--- config.mk ---
export PLATFORM = sky130hd
export DESIGN_NAME = sli_queue
export DESIGN_NICKNAME = d
export VERILOG_FILES = /design/src/hw/rtl/sli_pkg.sv /design/src/hw/rtl/sli_queue.sv
export SDC_FILE = /design/constraint.sdc
export NUM_CORES = 1
export LEC_CHECK = 0
export ABC_AREA = 1
export BUFFER_PORTS_ARGS = -buffer_cell sky130_fd_sc_hd__buf_2
export CELL_PAD_IN_SITES_DETAIL_PLACEMENT = 1
export CELL_PAD_IN_SITES_GLOBAL_PLACEMENT = 1
export CORE_MARGIN = 4
export CORE_UTILIZATION = 47
export DETAILED_ROUTE_END_ITERATION = 10
export PLACE_DENSITY = 0.88
export SYNTH_ARGS = -nofsm -noshare
export SYNTH_HDL_FRONTEND = slang
export SYNTH_SLANG_ARGS = --single-unit
--- constraint.sdc ---
create_clock -name clk -period 18.2 [get_ports clk]
set_input_delay 1.82 -clock clk [delete_from_list [all_inputs] [get_ports clk]]
set_output_delay 1.82 -clock clk [all_outputs]
set_load 0.01 [all_outputs]
--- src/hw/rtl/sli_pkg.sv ---
// ----------------------------------------------------------------------------
// sli_pkg: shared types and constants for the segment/line intersection block
// Word layouts, derived widths and the fixed-point limits used across files.
// ----------------------------------------------------------------------------
`default_nettype none

package sli_pkg;

    localparam int CW   = 32;           // coordinate width
    localparam int FRAC = 16;           // fraction bits
    localparam int DIFW = CW + 1;       // coordinate difference
    localparam int PW   = 2 * DIFW;     // product of two differences
    localparam int SW   = PW + 1;       // sum of two products
    localparam int LOW  = DIFW;         // low slice of a wide multiplicand
    localparam int HIW  = SW - LOW;     // high slice of a wide multiplicand
    localparam int NW   = DIFW + SW;    // dividend width
    localparam int EW   = NW + 2;       // base plus signed quotient

    // |dx| * 100 < 2^FRAC and |dx| * 1000 < 2^FRAC, as plain bounds
    localparam int VERT_LIM = ((2 ** FRAC) - 1) / 100;
    localparam int NEAR_LIM = ((2 ** FRAC) - 1) / 1000;

    localparam int QDEPTH = 4;
    localparam int QAW    = $clog2(QDEPTH);

    typedef struct packed {
        logic signed [CW-1:0] a_start_x;
        logic signed [CW-1:0] a_start_y;
        logic signed [CW-1:0] a_end_x;
        logic signed [CW-1:0] a_end_y;
        logic signed [CW-1:0] b_start_x;
        logic signed [CW-1:0] b_start_y;
        logic signed [CW-1:0] b_end_x;
        logic signed [CW-1:0] b_end_y;
    } seg_t;

    typedef struct packed {
        logic                 hit;
        logic signed [CW-1:0] cross_x;
        logic signed [CW-1:0] cross_y;
    } res_t;

    // classified job handed from front to back: cross = base + floor(m * nop / den)
    typedef struct packed {
        logic                   hit;
        logic signed [DIFW-1:0] mx;
        logic signed [DIFW-1:0] my;
        logic signed [SW-1:0]   nop;
        logic signed [SW-1:0]   den;
        logic signed [CW-1:0]   base_x;
        logic signed [CW-1:0]   base_y;
    } job_t;

endpackage

`default_nettype wire

--- src/hw/rtl/sli_queue.sv ---
// ----------------------------------------------------------------------------
// sli_queue: job queue between front and back
// Small flop FIFO; each side stalls on its own.
// ----------------------------------------------------------------------------
`default_nettype none

module sli_queue (
    input  wire logic          clk,
    input  wire logic          rst_n,
    input  wire logic          wr_valid,
    output logic               wr_ready,
    input  wire sli_pkg::job_t wr_job,
    output logic               rd_valid,
    input  wire logic          rd_ready,
    output sli_pkg::job_t      rd_job
);

    localparam int QAW    = sli_pkg::QAW;
    localparam int QDEPTH = sli_pkg::QDEPTH;

    sli_pkg::job_t  mem [0:QDEPTH-1];
    logic [QAW-1:0] wp_reg, rp_reg;
    logic [QAW:0]   cnt_reg;
    logic           push, pop;

    assign wr_ready = (cnt_reg != QAW'(0) + (QAW+1)'(QDEPTH));
    assign rd_valid = (cnt_reg != '0);
    assign push     = wr_valid && wr_ready;
    assign pop      = rd_valid && rd_ready;
    assign rd_job   = mem[rp_reg];

    always_ff @(posedge clk or negedge rst_n)
    begin
        if (!rst_n)
        begin
            wp_reg  <= '0;
            rp_reg  <= '0;
            cnt_reg <= '0;
        end
        else
        begin
            if (push)
                wp_reg <= wp_reg + 1'b1;
            if (pop)
                rp_reg <= rp_reg + 1'b1;
            if (push && !pop)
                cnt_reg <= cnt_reg + 1'b1;
            else if (pop && !push)
                cnt_reg <= cnt_reg - 1'b1;
        end
    end

    always_ff @(posedge clk)
    begin
        if (push)
            mem[wp_reg] <= wr_job;
    end

    a_cnt_bound: assert property (@(posedge clk) disable iff (!rst_n)
        cnt_reg <= (QAW+1)'(QDEPTH))
        else $error("queue count beyond depth");

    a_cnt_up: assert property (@(posedge clk) disable iff (!rst_n)
        (push && !pop) |=> (cnt_reg == $past(cnt_reg) + 1'b1))
        else $error("queue count missed a write");

    a_ptr_gap: assert property (@(posedge clk) disable iff (!rst_n)
        (wp_reg - rp_reg) == cnt_reg[QAW-1:0])
        else $error("queue pointers disagree with count");

endmodule

`default_nettype wire

; ---- Word level (Yosys, flattened, before mapping)
; Memory sizes are Yosys's and may differ from the RTL's.
; Cells that the tools add are included.
[word_totals]
output_inout_bits = 267
memories = 1
ramBits = 1060
ff_bits = 7
[mem_list]
columns = name, words, width, read_ports, rd_clocked_by_memory_dff, write_ports, line_no
row1 = mem, 4, 265, 1, 0, 1, sli_queue.sv:21  ; sli_pkg::job_t mem [0:QDEPTH-1];
[op_classes]
n_eq_ne = 1
muxes = 4
reduce_logical = 8
addsub = 4
[ops]
columns = cell, n
row1 = $mux W3, 2
row2 = $add A2 B1 Y2 const B, 2
row3 = $logic_and A1 B1 Y1, 4
row4 = $add A3 B1 Y3 const B, 1
row5 = $ne A3 B3 Y1 const B, 1
row6 = $reduce_bool A3 Y1, 1
row7 = $sub A3 B1 Y3 const B, 1
row8 = $logic_not A1 Y1, 2
row9 = $mux W1, 2
row10 = $reduce_bool A2 Y1, 1

; ---- Longest topological paths before layout
[logic_depth]
ltp_word = 6
ltp_mapped = 12
mapped_depth_nobuf = 12

; ---- Worst setup path after synthesis
; No wires, ideal clock.
[synth_timing]
path_kind = in2reg
from = in wr_valid
to = mem mem[0][0] in the netlist's numbering, enable pin
setup_slack_ps = 4358
arrival_time_ps = 12945
n_path_buf = 0
cell_stages = 2
setup_time_ps = 897
cell_sequence = nand2_1 -> nor2_1
[synth_between]
elab_chain_cells = 3
[synth_rtl]
columns = element, line_no
row1 = start: declaration, sli_queue.sv:10  ; input wire logic wr_valid,
row2 = $logic_and A1 B1 Y1, sli_queue.sv:28  ; assign push = wr_valid && wr_ready;
row3 = $mux W1, sli_queue.sv:55  ; if (push)
row4 = $mux W1 (implied by the code), sli_queue.sv:56  ; mem[wp_reg] <= wr_job;
row5 = end: declaration, sli_queue.sv:21
; No other way between the ends.

==> impl_metrics.yaml <==
run_status:
  result_of_the_run: "complete, no violations"
layout:
  final_cells: 4943
  most-common-layout-cells: "edfxtp_1, nand2_1, inv_1"
  final.fill_count: 8856
  final_layout_size_suffix_gt1_share_pct: 19.31
  area_delta_synth_final_pct: 16.90
  area.sequential_um2: 32010
  finish.net_count: 3924
  multi_input_comb_area_um2: 7209
  leading_cell_type_in_the_layout_fill_and_taps_excluded: "edfxtp_1"
  largest_reg_flops: 1060
yosys:
  number_of_flops_mapped_to_enable_cells_by_yosys: 1060
  ffs_w_async_s_r_synth_pct: 0.6560
  synth_area_per_cell_um2: 13.35
  postSynthNetCount: 3426
  post_synth_inst_count: 3151
  ys.warnings.count: 0
  synth_sequential_area_ratio_pct: 76.08
  synth_top_flop_cell: "edfxtp_1"
  ys_seq_elements: 1067
  yosys.cell_types.count: 18
  syn_area_um2: 42070
min_path:
  number_of_instances_on_the_worst_hold_path: 2
  min_delay_worst_endpoint: "cnt_reg[2]$_DFFE_PN0P_"
  min-delay-path-class: "reg -> reg"
  hold_start: "cnt_reg[2]$_DFFE_PN0P_"
worst_setup_path:
  start_kind: "flop"
  crit_required_ps: 16380
  crit_path_max_fanout: 168
  setup.worst_path.end_class: "output port"
  worst_path_max_delay_cell: "buf_4"
  timing.critical_path.cells: "inv_8 > buf_4 > buf_4 > nand2_1 > o211ai_1 > nand2_1 > buf_2"
  reg2reg_to: "mem[3][116]$_DFFE_PP_"
  worstReg2RegStart: "cnt_reg[0]$_DFFE_PN0P_"
  crit_path_max_incr_delay_ps: 970
  path_class: "reg -> out"
  rr_worst_depth: 6
  reg2reg_setup_slack_ps: 13960
  crit_arrival_ps: 4510
  crit_start: "rp_reg[0]$_DFFE_PN0P_"
sta:
  maxClockFrequency_mhz: 158.0
  setup_repair_after_global_routing_missed_its_margin: "no"
  fin_skew_ps: 25.66
  number_of_pins_exceeding_their_max_slew_limit_in_the_final_report: 0
  final_critical_path_setup_slack_ps: 11870
  timing.max_slew.rel_slack_pct: 19.58
  worst_slew_pin_slew_ps: 1206
  timing.final.crit_share_pct: 34.77
  finalSetupViolations: 0
  hold_viol_final: 0
  fin_tns_setup_ps: 0
  period_minus_slack_ps: 6329
clock_network:
  cts_root_buf: "clkbuf_16"
  cts_num_sinks: 1067
  cts-root-to-sink-buffers: 3
  ctsResizeCount: 0
  clk_pin_slew_worst_paths_ps: 60
  post_cts_buffers: 0
  cts_tree: "done"
  post_cts_hold_buffer_count: 0
  cts_buffers: 108
  insertion_delay_ps: 650
  cts_max_level: 3
routing:
  route.detailed.vias_per_inst: 5.368
  postRouteAntennaNets: 0
  initialDrtViolationCount: 1872
  dr_total_vias: 26540
  post-route-drc-count: 0
  finalWirelength_um: 115300
  post_drt_wl_per_cell_um: 23.33
  detailedRoute.firstPassIterationCount: 5
grt:
  first_global_vias: 28970
  antenna_found_initial: 54
  global_route.overflow_total: 0
  grt_first_pass_wirelength_um: 172200
  grt_usage_pct: 23.94
  maximum_number_of_pins_on_one_net_before_global_route_repair: 269
job:
  cap_viol_max_count: 0
place:
  place.detailed.instances: 4704
  setup_slack_after_placement_ps: 12700
  detailed_place_hpwl_um: 71790
  gp_congestion: 0.7413
  place.port_buffers: 535
pwr:
  ir_drop_worst_vdd_mv: 0.1287
  fin_total_pwr_uw: 8352
  pwr_per_cell_area_nw_per_um2: 169.8
  leakagePower_uw: 0.01961
die:
  horiz_die_dim_um: 307.2
  placeableCoreArea_um2: 88650
  floorplan.die.height_um: 307.2
  die_area_um2: 94360
  ioPinCount: 536
  rows: 109
  effective_utilization_at_floorplan_pct: 47.46
[critical path, delay by kind of cell (launching register included)]
family	cells	cell delay [ps]
AOI/OAI and AO/OA	1	190
buffers and inverters	4	2580
DFF	1	450
and+or+nand+nor	2	300
[routing by layer]
| metal | GRT usage [%] | vias up | part of all wire [%] |
|---|---|---|---|
| met2 | 43.77 | 861 | 54 |
| met4 | 11.34 | 28 | 4.3 |
| met3 | 6.100 | 268 | 7.0 |
| li1 | - | 12120 | - |
| met5 | 0 | - | 0.18 |
| met1 | 26.02 | 13260 | 35 |
[power breakdown]
part	internal [µW]	total (µW)	switching (µW)	leakage, µW
registers	3240	3380	148	0.00979
clock network	1230	2150	924	0.00166
logic	808	2820	2010	0.00816
total	5270	8350	3080	0.0196
[cell type report]
cell class | instances | area share [%]
Tap cell | 1165 | 2.964
Clock buffer | 131 | 5.714
Timing Repair Buffer | 564 | 5.964
Antenna cell | 44 | 0.2239
Clock inverter | 64 | 1.188
Inverter | 546 | 4.198
Sequential cell | 1067 | 65.09
Multi-Input combinational cell | 1362 | 14.66
[cell usage after synthesis (2+ instances only)]
| library cell | count | area share, % |
|---|---|---|
| buf_2 | 117 | 1.4 |
| dfrtp_1 | 7 | 0.42 |
| ha_1 | 5 | 0.15 |
| o211ai_1 | 530 | 9.5 |
| edfxtp_1 | 1060 | 76 |
| inv_1 | 544 | 4.9 |
| nand2_1 | 812 | 7.2 |
| clkbuf_1 | 54 | 0.48 |
| nor2_1 | 4 | 0.036 |
| inv_2 | 2 | 0.018 |
| buf_6 | 3 | 0.080 |
| nand3_1 | 7 | 0.083 |
[through the flow]
| step | instance area (µm²) | hold slack (ps) | utilization [%] |
|---|---|---|---|
| after CTS | 49070 | 530.1 | 55.35 |
| after global routing | 49150 | 560.2 | 55.44 |
| after detailed placement | 45670 | 517.3 | 51.52 |
| after global placement | 45670 | 482.6 | 51.52 |
| final | 49180 | 518.0 | 55.48 |
| after floorplan | 42070 | 462.8 | - |
[how the worst max path moves through the flow]
stage,endpoint,slack [ps]
2_1_floorplan,mem[0][0]$_DFFE_PP_,4360
3_3_place_gp,mem[3][127]$_DFFE_PP_,12790
3_5_place_dp,rd_job[145],12700
4_1_cts,rd_job[144],11910
5_1_grt,rd_job[144],11600
6_report,rd_job[144],11870
[cells by family after synthesis]
logic type | share of synthesized area (%)
compound gates | 9.470
simple gates | 7.379
xor+xnor | 0.02082
fa+ha+maj | 0.1963
flops | 76.08
buf+inv | 6.853
Power figures use the tool's default switching activity.
